### config.mk
export PLATFORM = sky130hd
export DESIGN_NAME = api_frame_deframer
export DESIGN_NICKNAME = d
export VERILOG_FILES = /design/src/hdl/afd_pkg.sv /design/src/hdl/afd_in_reg.sv /design/src/hdl/afd_parser.sv /design/src/hdl/afd_out_reg.sv /design/src/hdl/api_frame_deframer.sv
export SDC_FILE = /design/constraint.sdc
export NUM_CORES = 1
export LEC_CHECK = 0
export BUFFER_PORTS_ARGS = -buffer_cell sky130_fd_sc_hd__buf_4
export CORE_UTILIZATION = 53
export DETAILED_ROUTE_END_ITERATION = 8
export PLACE_DENSITY = 0.78
export SYNTH_ARGS = -nofsm -noshare
export SYNTH_HDL_FRONTEND = slang
export SYNTH_SLANG_ARGS = --single-unit
### constraint.sdc
create_clock -name i_clk -period 2.3 [get_ports i_clk]
set_input_delay 0.23 -clock i_clk [delete_from_list [all_inputs] [get_ports i_clk]]
set_output_delay 0.23 -clock i_clk [all_outputs]
set_load 0.02 [all_outputs]
### src/hdl/afd_pkg.sv
// ----------------------------------------------------------------------------
// afd_pkg
// Shared types and constants for the serial API frame deframer.
// ----------------------------------------------------------------------------
package afd_pkg;

    localparam logic [2:0]  PH_WAIT    = 3'd0;
    localparam logic [2:0]  PH_MSB     = 3'd1;
    localparam logic [2:0]  PH_LSB     = 3'd2;
    localparam logic [2:0]  PH_DATA    = 3'd3;
    localparam logic [2:0]  PH_CHK     = 3'd4;

    localparam logic [7:0]  START_BYTE = 8'h7E;
    localparam logic [7:0]  SUM_INIT   = 8'hFF;
    localparam logic [15:0] MIN_LEN    = 16'd2;
    localparam logic [15:0] MAX_LEN_RST = 16'd255;

    typedef struct packed {
        logic [7:0] rx_byte;
        logic       rx_error;
    } t_rx;

    typedef struct packed {
        logic        payload_valid;
        logic [7:0]  payload_byte;
        logic [15:0] payload_index;
        logic        frame_done;
        logic        frame_good;
        logic [15:0] frame_length;
        logic        length_rejected;
    } t_result;

endpackage

### src/hdl/afd_in_reg.sv
// ----------------------------------------------------------------------------
// afd_in_reg
// Input register holding one received byte until the parser takes it.
// ----------------------------------------------------------------------------
module afd_in_reg (
    input  logic          i_clk,
    input  logic          i_rst_n,
    input  logic          i_valid,
    output logic          o_stall,
    input  afd_pkg::t_rx  i_rx,
    input  logic          i_adv,
    output logic          o_valid,
    output afd_pkg::t_rx  o_rx
);

    logic         r_valid;
    logic         n_valid;
    afd_pkg::t_rx r_rx;
    logic         w_load;

    assign o_stall = r_valid & ~i_adv;
    assign w_load  = i_valid & ~o_stall;
    assign n_valid = w_load | (r_valid & ~i_adv);

    always_ff @(posedge i_clk) begin
        if (!i_rst_n) begin
            r_valid <= 1'b0;
        end else begin
            r_valid <= n_valid;
        end
    end

    always_ff @(posedge i_clk) begin
        if (w_load) begin
            r_rx <= i_rx;
        end
    end

    assign o_valid = r_valid;
    assign o_rx    = r_rx;

endmodule

### src/hdl/afd_parser.sv
// ----------------------------------------------------------------------------
// afd_parser
// Frame parser state and the per-byte result logic.
// ----------------------------------------------------------------------------
module afd_parser (
    input  logic              i_clk,
    input  logic              i_rst_n,
    input  logic              i_cfg_we,
    input  logic [15:0]       i_cfg_wdata,
    input  logic              i_adv,
    input  afd_pkg::t_rx      i_rx,
    output afd_pkg::t_result  o_res
);

    logic [15:0] r_max_len;
    logic [2:0]  r_phase;
    logic [2:0]  n_phase;
    logic [15:0] r_len;
    logic [15:0] n_len;
    logic [15:0] r_seen;
    logic [15:0] n_seen;
    logic [7:0]  r_sum;
    logic [7:0]  n_sum;
    logic [15:0] w_seen_inc;
    logic [15:0] w_lsb_len;
    logic [7:0]  w_sum_sub;
    logic        w_is_start;

    assign w_seen_inc = r_seen + 16'd1;
    assign w_lsb_len  = {r_len[15:8], i_rx.rx_byte};
    assign w_sum_sub  = r_sum - i_rx.rx_byte;
    assign w_is_start = (i_rx.rx_byte == afd_pkg::START_BYTE);

    always_comb begin
        n_phase = r_phase;
        n_len   = r_len;
        n_seen  = r_seen;
        n_sum   = r_sum;
        o_res   = '0;
        if (!i_rx.rx_error) begin
            unique case (r_phase)
                afd_pkg::PH_MSB: begin
                    if (!w_is_start) begin
                        n_len   = {i_rx.rx_byte, 8'h00};
                        n_phase = afd_pkg::PH_LSB;
                    end
                end
                afd_pkg::PH_LSB: begin
                    n_len = w_lsb_len;
                    if (w_lsb_len > r_max_len || w_lsb_len < afd_pkg::MIN_LEN) begin
                        o_res.length_rejected = 1'b1;
                        n_phase = w_is_start ? afd_pkg::PH_MSB : afd_pkg::PH_WAIT;
                    end else begin
                        n_phase = afd_pkg::PH_DATA;
                        n_seen  = '0;
                        n_sum   = afd_pkg::SUM_INIT;
                    end
                end
                afd_pkg::PH_DATA: begin
                    o_res.payload_valid = 1'b1;
                    o_res.payload_byte  = i_rx.rx_byte;
                    o_res.payload_index = r_seen;
                    n_sum  = w_sum_sub;
                    n_seen = w_seen_inc;
                    if (w_seen_inc == r_len) begin
                        n_phase = afd_pkg::PH_CHK;
                    end
                end
                afd_pkg::PH_CHK: begin
                    n_sum            = w_sum_sub;
                    o_res.frame_done = 1'b1;
                    o_res.frame_good = (w_sum_sub == 8'h00);
                    n_phase          = afd_pkg::PH_WAIT;
                end
                default: begin
                    n_phase = w_is_start ? afd_pkg::PH_MSB : afd_pkg::PH_WAIT;
                end
            endcase
        end
        o_res.frame_length = n_len;
    end

    always_ff @(posedge i_clk) begin
        if (!i_rst_n) begin
            r_max_len <= afd_pkg::MAX_LEN_RST;
        end else if (i_cfg_we) begin
            r_max_len <= i_cfg_wdata;
        end
    end

    always_ff @(posedge i_clk) begin
        if (!i_rst_n) begin
            r_phase <= afd_pkg::PH_WAIT;
            r_len   <= '0;
            r_seen  <= '0;
            r_sum   <= afd_pkg::SUM_INIT;
        end else if (i_adv) begin
            r_phase <= n_phase;
            r_len   <= n_len;
            r_seen  <= n_seen;
            r_sum   <= n_sum;
        end
    end

    // A finished frame always returns the parser to hunting for a start byte.
    a_done_to_wait: assert property (@(posedge i_clk) disable iff (!i_rst_n)
        i_adv && o_res.frame_done |=> r_phase == afd_pkg::PH_WAIT)
        else $error("parser did not return to hunting after a frame");

    // Inside a frame the count stays below the declared length of at least two.
    a_data_count: assert property (@(posedge i_clk) disable iff (!i_rst_n)
        r_phase == afd_pkg::PH_DATA |-> (r_len >= afd_pkg::MIN_LEN) && (r_seen < r_len))
        else $error("data phase entered with inconsistent length or count");

    // Nothing is streamed or verified while a state update is withheld.
    a_hold_state: assert property (@(posedge i_clk) disable iff (!i_rst_n)
        !i_adv |=> $stable(r_phase) && $stable(r_seen) && $stable(r_sum))
        else $error("parser state changed without a request");

endmodule

### src/hdl/afd_out_reg.sv
// ----------------------------------------------------------------------------
// afd_out_reg
// Result register that holds one result until the consumer takes it.
// ----------------------------------------------------------------------------
module afd_out_reg (
    input  logic              i_clk,
    input  logic              i_rst_n,
    input  logic              i_load,
    input  afd_pkg::t_result  i_res,
    output logic              o_free,
    output logic              o_valid,
    input  logic              i_stall,
    output afd_pkg::t_result  o_res
);

    logic             r_valid;
    logic             n_valid;
    afd_pkg::t_result r_res;

    assign o_free  = ~r_valid | ~i_stall;
    assign n_valid = i_load | (r_valid & i_stall);

    always_ff @(posedge i_clk) begin
        if (!i_rst_n) begin
            r_valid <= 1'b0;
        end else begin
            r_valid <= n_valid;
        end
    end

    always_ff @(posedge i_clk) begin
        if (i_load) begin
            r_res <= i_res;
        end
    end

    assign o_valid = r_valid;
    assign o_res   = r_res;

    // A held result is never overwritten by a new one.
    a_no_overwrite: assert property (@(posedge i_clk) disable iff (!i_rst_n)
        r_valid && i_stall |-> !i_load)
        else $error("result register loaded while its result was held");

    // A load always leaves a result on show in the next cycle.
    a_load_shows: assert property (@(posedge i_clk) disable iff (!i_rst_n)
        i_load |=> r_valid)
        else $error("loaded result not presented");

    // The register only empties when its result was taken.
    a_empty_taken: assert property (@(posedge i_clk) disable iff (!i_rst_n)
        r_valid && !i_load && !i_stall |=> !r_valid)
        else $error("result register failed to empty after a request");

endmodule

### src/hdl/api_frame_deframer.sv
// ----------------------------------------------------------------------------
// api_frame_deframer
// Streaming deframer for API-mode serial frames with checksum verdict.
// ----------------------------------------------------------------------------
//  Channel  | Handshake                  | Payload
//  ---------+----------------------------+------------------------------------
//  input    | i_in_valid / o_in_stall    | i_rx_byte, i_rx_error
//  output   | o_out_valid / i_out_stall  | o_payload_*, o_frame_*,
//           |                            | o_length_rejected
//  config   | i_cfg_we                   | i_cfg_wdata (max_frame_len)
//
//  One request is accepted every cycle while the output is not stalled; each
//  gives exactly one result. A request waits in the input register; its result
//  is then held in the result register. The rate is set by the combinational
//  parser update between the input register and the result register.
//  Reset is synchronous and active low; max_frame_len returns to 255.
//  A stall on the output holds the result and backs up into o_in_stall.
// ----------------------------------------------------------------------------
module api_frame_deframer (
    input  logic        i_clk,
    input  logic        i_rst_n,
    input  logic        i_cfg_we,
    input  logic [15:0] i_cfg_wdata,
    input  logic        i_in_valid,
    output logic        o_in_stall,
    input  logic [7:0]  i_rx_byte,
    input  logic        i_rx_error,
    output logic        o_out_valid,
    input  logic        i_out_stall,
    output logic        o_payload_valid,
    output logic [7:0]  o_payload_byte,
    output logic [15:0] o_payload_index,
    output logic        o_frame_done,
    output logic        o_frame_good,
    output logic [15:0] o_frame_length,
    output logic        o_length_rejected
);

    afd_pkg::t_rx     w_rx_in;
    afd_pkg::t_rx     w_rx;
    afd_pkg::t_result w_res;
    afd_pkg::t_result w_out;
    logic             w_rx_valid;
    logic             w_free;
    logic             w_adv;

    assign w_rx_in.rx_byte  = i_rx_byte;
    assign w_rx_in.rx_error = i_rx_error;
    assign w_adv            = w_rx_valid & w_free;

    afd_in_reg u_in_reg (
        .i_clk   (i_clk),
        .i_rst_n (i_rst_n),
        .i_valid (i_in_valid),
        .o_stall (o_in_stall),
        .i_rx    (w_rx_in),
        .i_adv   (w_adv),
        .o_valid (w_rx_valid),
        .o_rx    (w_rx)
    );

    afd_parser u_parser (
        .i_clk       (i_clk),
        .i_rst_n     (i_rst_n),
        .i_cfg_we    (i_cfg_we),
        .i_cfg_wdata (i_cfg_wdata),
        .i_adv       (w_adv),
        .i_rx        (w_rx),
        .o_res       (w_res)
    );

    afd_out_reg u_out_reg (
        .i_clk   (i_clk),
        .i_rst_n (i_rst_n),
        .i_load  (w_adv),
        .i_res   (w_res),
        .o_free  (w_free),
        .o_valid (o_out_valid),
        .i_stall (i_out_stall),
        .o_res   (w_out)
    );

    assign o_payload_valid   = w_out.payload_valid;
    assign o_payload_byte    = w_out.payload_byte;
    assign o_payload_index   = w_out.payload_index;
    assign o_frame_done      = w_out.frame_done;
    assign o_frame_good      = w_out.frame_good;
    assign o_frame_length    = w_out.frame_length;
    assign o_length_rejected = w_out.length_rejected;

endmodule

# Yosys cells after proc, flatten, opt, wreduce, memory -nomap -nowiden

Index checks and enable logic that the tools add are counted.

Logic and storage cells: 70
Register bits after elaboration: 114

Magnitude comparators: 2
Add/sub/neg operators: 2
Reduce and logical (&&, ||, !) cells: 11
Eq/ne operators: 9
Bitwise operators: 15
Mux-type cells: 15

Operator list:

| operator                                                               | number |
|---|---|
| 16-bit case mux with 2 select lines                                    | 2 |
| 16-bit two-way mux                                                     | 3 |
| 25-bit two-way mux                                                     | 1 |
| 16-bit by 1-bit adder with 16-bit output (second input constant)       | 1 |
| 16-bit equality test                                                   | 1 |
| 16-bit greater-than comparator                                         | 1 |
| 16-bit by 2-bit < comparator with 1-bit output (second input constant) | 1 |
| 8-bit case mux with 2 select lines                                     | 1 |
| 3-bit case mux with 4 select lines                                     | 1 |
| 4-bit AND reduction                                                    | 3 |
| 3-bit two-way mux                                                      | 3 |
| 8-bit by 7-bit equality test with 1-bit output (second input constant) | 1 |
| 8-bit logical NOT                                                      | 1 |
| 8-bit two-way mux                                                      | 1 |
| 1-bit NOT                                                              | 8 |
| 2-bit OR reduction                                                     | 4 |
| 8-bit subtractor                                                       | 1 |
| 3-bit by 2-bit equality test with 1-bit output (second input constant) | 2 |
| 1-bit bitwise AND                                                      | 4 |
| 2-bit inequality test (second input constant)                          | 2 |
| 2-bit nonzero test                                                     | 2 |
| 3-bit by 1-bit equality test with 1-bit output (second input constant) | 1 |
| 3-bit equality test (second input constant)                            | 1 |
| 1-bit bitwise OR                                                       | 3 |
| other kinds (4)                                                        | 5 |

# Logic depth before layout (Yosys ltp)

Word-level depth: 8
Gate-level depth with buffers: 10
Mapped depth without buffers: 10

# Cells and area by module

Synthesis repeated with hierarchy kept, for this count alone.

Cell total of the unflattened synthesis: 588
Area, all modules: 5918.2 sq um

Modules (own cells, without submodules):

| module             | cells each | area each (sq um) | instances | seq. area each (sq um) |
|---|---|---|---|---|
| afd_parser         | 526        | 4237.8            | 1         | 1181.1 |
| afd_out_reg        | 48         | 1356.3            | 1         | 1341.3 |
| afd_in_reg         | 13         | 317.8             | 1         | 290.3 |
| api_frame_deframer | 1          | 6.3               | 1         | 0.0 |

# Least setup slack after synthesis

No wires, ideal clock.

Kind: reg-to-reg
Start point: reg u_out_reg.r_valid, in the netlist u_out_reg.o_valid
End point: reg u_parser.r_len[1]
Buffers on the path: 1
Stages on the path, launching flop included: 7
Required time: 2.241 ns
Slack: -0.153 ns
Setup time: 0.059 ns
Data arrival time: 2.394 ns
Period minus slack after synthesis: 2.453 ns
Cell sequence: dfxtp_1 -> nand2_1 -> nand2_1 -> inv_1 -> clkbuf_1 -> or2_2 -> o211a_1

Longest elaborated chain between the ends: 3

Ends and longest elaborated chain:

| item                     | line                     | source |
|---|---|---|
| from (decl)              | afd_out_reg.sv:16        | `logic r_valid;` |
| from (signal assigned)   | afd_out_reg.sv:27        | `r_valid <= n_valid;` |
| 1-bit NOT                | afd_out_reg.sv:20        | `assign o_free = ~r_valid \| ~i_stall;` |
| 1-bit bitwise OR         | afd_out_reg.sv:20        |  |
| 1-bit bitwise AND        | api_frame_deframer.sv:49 | `assign w_adv = w_rx_valid & w_free;` |
| named net u_in_reg.i_adv | afd_in_reg.sv:11         | `input logic i_adv,` |
| to (signal assigned)     | afd_parser.sv:99         | `r_len <= n_len;` |
| to (decl)                | afd_parser.sv:18         | `logic [15:0] r_len;` |

The timed path passes the listed nets, and every way through them passes these cells.
A chain may end at the register's enable or synchronous reset.

# Worst setup path after layout

Start point: reg u_in_reg.r_rx (netlist bit u_in_reg.o_rx[1])
End point: reg u_out_reg.r_res (netlist bit u_out_reg.o_res[17]), data pin

Longest elaborated chain between the ends: 2

Ends and longest elaborated chain:

| item                   | line              | source |
|---|---|---|
| from (decl)            | afd_in_reg.sv:18  | `afd_pkg::t_rx r_rx;` |
| from (signal assigned) | afd_in_reg.sv:35  | `r_rx <= i_rx;` |
| 8-bit subtractor       | afd_parser.sv:31  | `assign w_sum_sub = r_sum - i_rx.rx_byte;` |
| 8-bit logical NOT      | afd_parser.sv:72  | `o_res.frame_good = (w_sum_sub == 8'h00);` |
| to (signal assigned)   | afd_out_reg.sv:33 | `r_res <= i_res;` |
| to (decl)              | afd_out_reg.sv:18 | `afd_pkg::t_result r_res;` |

Every way passes these cells.

==> metrics.md <==
| Metric | Value |
|---|---|
| Global-route usage over all layers | `28.3%` |
| Transition time of the tightest slew-check pin | `0.628 ns` |
| FFs w/ async S/R, synth | `0%` |
| Clk Tree Root Cell | `clkbuf_8` |
| Number of failing hold endpoints at the final stage | `0` |
| Detailed-placement wirelength estimate | `10,500 um` |
| Floorplan Core Area | `0.0109 mm2` |
| TritonCTS sink count | `114` |
| Global-route congestion overflow total | `0` |
| Clk_skew | `0.0101 ns` |
| Drt total wl | `15,600 um` |
| Most used flip-flop cell after synthesis | `dfxtp_1` |
| Clock buffer count from CTS | `17` |
| Number of placement rows | `38` |
| Max-cap violations | `0` |
| Quantity of I/O buffers inserted on ports | `75` |
| Die extent in x | `108 um` |
| Summed instance area of the synthesized netlist | `0.00595 mm2` |
| Clock tree from TritonCTS | `built` |
| Final-stage net count | `791` |
| Crit path time final | `2.41 ns` |
| Y dimension of the die | `108 um` |
| Average vias per placed instance | `5.90` |
| Clock transition at path regs | `0.06 ns` |
| Library cell occupying the most area in the post-synthesis netlist | `edfxtp_1` |
| Outcome | `finished with violations` |
| Met1 Usage GRT | `31.9%` |
| Die Outline Area | `0.0117 mm2` |
| Violations in the final reports | `negative setup slack` |
| Multi-input gate area | `0.00295 mm2` |
| Mapped Nets | `655` |
| Final worst slack | `-0.106 ns` |
| Final count of negative-setup-slack endpoints | `6` |
| Type of the setup path with the least slack | `reg2reg` |
| Final weighted congestion in routability-driven placement | `0.937` |
| Filler cell count in the final layout | `732` |
| Power density relative to cell area | `655 mW/mm2` |
| #FFs+latches synth | `114` |
| Top area cells in the synthesized netlist | `edfxtp_1 27%, dfxtp_1 21%, ha_1 5.0%` |
| Worst-Skew Late Latency | `0.52 ns` |
| Number of ports placed on the die boundary | `76` |
| Number of global-route vias before repair | `5,156` |
| Relative max-transition margin | `58.1%` |
| Kind of start point of the critical path | `flop` |
| Initial Utilization | `54.7%` |
| Maximum number of buffers from clock root to sink | `2` |
| Achievable Freq | `0.416 GHz` |
| Share of the yosys chip area belonging to registers | `47.2%` |
| Wire length of the first global-routing pass | `25,000 um` |
| EDFF count, synth | `53` |
| Iteration count of the initial detailed-routing pass | `6` |
| Endpoint type of the worst setup path | `flop` |
| Leakage dissipation | `3.34 nW` |
| H-tree levels | `4` |
| Area added between synthesis and finish | `31.3%` |
| Number of antenna violations at the first check in global routing | `0` |
| Storage element area | `0.00283 mm2` |
| Setup repair after global routing missed its margin | `true` |
| Cell variety after synth | `70` |
| Arrival time of the worst setup path | `2.76 ns` |
| Vias after detailed routing | `5,242` |
| Worst min path class | `in2reg` |
| Synthesized instance count | `600` |
| Mapped Avg Cell Area | `9.92 um2` |
| Per-cell routed wire length | `17.6 um` |
| Max Slew Vio Count | `0` |
| Final hold slack | `0.0646 ns` |
| Yosys warnings | `0` |
| Maximum ir drop on the vdd rail | `0.000398 V` |
| Fin cells | `889` |
| Post-route core utilization | `71.8%` |
| Most frequent standard cell in the layout excluding fill and tap cells | `buf_4` |
| Post-route DRC | `0` |
| DRT antenna net count | `0` |
| Met3 global-route usage | `6.03%` |
| Highest-count cells in the layout ignoring fill and taps | `124 x buf_4, 60 x nand2_1, 53 x edfxtp_1` |
| Most used routing layer | `met2` |
| Fraction of the cycle the final worst path needs | `105%` |
| Pin count of the biggest net entering global routing | `54` |
| Antenna diode count | `0` |
| Violation count after the first detailed-routing iteration | `550` |
| Portion of synthesized cell area occupied by the leading cell type | `26.7%` |
| Met2 track demand over resource in global routing | `49.6%` |
| Crit-path max FO | `3` |
| Total Power Consumption | `5.12 mW` |
| Required @ worst endpoint | `2.66 ns` |
| Fraction of final layout cells sized beyond drive strength 1 | `28.4%` |
| # placed instances | `822` |
## stage by stage
step,setup slack [ns],instance area (um2),TNS (ns)
global placement,-0.00805,6830,-0.00805
detailed placement,-0.0920,6830,-1.12
floorplan,0.0335,5950,0
finish,-0.106,7820,-0.200
CTS,-0.000407,7650,-0.000407
global route,-0.158,7820,-1.97
## worst paths after layout
kind / start / endpoint / slack, ns / depth (start not counted)
max: u_in_reg.o_rx[1]$_DFFE_PP_ / u_out_reg.o_res[17]$_SDFFCE_PP0P_ / -0.11 / 6
min: i_rst_n / u_parser.r_max_len[0]$_SDFFE_PN1P_ / 0.06 / 2
min reg2reg: u_parser.r_sum[5]$_SDFFE_PN1P_ / u_parser.r_sum[5]$_SDFFE_PN1P_ / 0.46 / 2
max reg2reg: u_in_reg.o_rx[1]$_DFFE_PP_ / u_out_reg.o_res[17]$_SDFFCE_PP0P_ / -0.11 / 6
## power by group
part / internal (mW) / switching (mW) / total [mW]
sequential: 2.20 / 0.0463 / 2.25
combinational: 0.265 / 0.304 / 0.569
clock: 1.41 / 0.893 / 2.30
total: 3.88 / 1.24 / 5.12
## worst max-delay path, stage by stage (launching register included)
cell and delay (ns):
edfxtp_1 0.40, ha_2 0.21, fa_2 0.60, nand2_1 0.07
or4_1 0.38, or4_1 0.40, nor3_1 0.17
## registers in the layout (all words and copies together) (netlist names)
signal / count
u_parser.r_sum: 8
u_parser.r_seen: 16
u_in_reg.o_valid: 1
u_out_reg.o_res: 44
u_parser.r_phase: 3
u_parser.r_len: 16
u_in_reg.o_rx: 9
u_out_reg.o_valid: 1
u_parser.r_max_len: 16
## logic make-up (layout without fill, tap and decap cells)
group / Yosys count / in the layout / synth area share (%)
AOI/OAI and AO/OA: 124 / 124 / 14.7
xor gates and xnor gates: 26 / 26 / 3.83
DFF: 114 / 114 / 47.2
and+or+nand+nor: 225 / 225 / 20.6
buffers and inverters: 67 / 216 / 5.06
muxes: 19 / 19 / 3.19
adders and majority gates: 25 / 25 / 5.38
## layer usage
metal | vias up | share of wire, %
met5 | - | 0
met4 | 0 | 4.3
met3 | 60 | 6.3
met2 | 242 | 52
met1 | 2514 | 37
li1 | 2426 | -
## layout make-up
cell class / instances / share of cell area, %
tap: 140 / 2.24
sequential: 114 / 36.2
timing repair buffer: 153 / 15.7
inverter: 31 / 1.49
clock buffer: 20 / 5.44
multi-input combinational: 419 / 37.8
clock inverter: 12 / 1.18
## synth_stat cells (4+ instances only)
| cell type | instances |
|---|---|
| a21oi_1 | 21 |
| a22o_1 | 10 |
| a31oi_1 | 15 |
| and2_1 | 20 |
| and3_1 | 5 |
| buf_2 | 5 |
| buf_6 | 4 |
| clkbuf_1 | 20 |
| dfxtp_1 | 61 |
| edfxtp_1 | 53 |
| ha_1 | 24 |
| inv_1 | 31 |
| mux2i_1 | 19 |
| nand2_1 | 60 |
| nand2b_1 | 5 |
| nand3_1 | 16 |
| nand4_1 | 6 |
| nor2_1 | 36 |
| nor2b_1 | 22 |
| nor3_1 | 17 |
| nor4_1 | 7 |
| o211a_1 | 9 |
| o211ai_1 | 11 |
| o21a_1 | 5 |
| o21ai_0 | 27 |
| or2_2 | 8 |
| xnor2_1 | 19 |
| xor2_1 | 7 |
## what timing repair did
item | CTS | global route
buffers inserted | 1 | 7
hold buffers | 27 | 0
endpoints found under the hold margin | 27 | 0
resized for setup | 9 | 30
endpoints found under the setup margin | 23 | 25
pin swaps | 2 | 15
cloned | 0 | 0
Power figures use the tool's default switching activity.
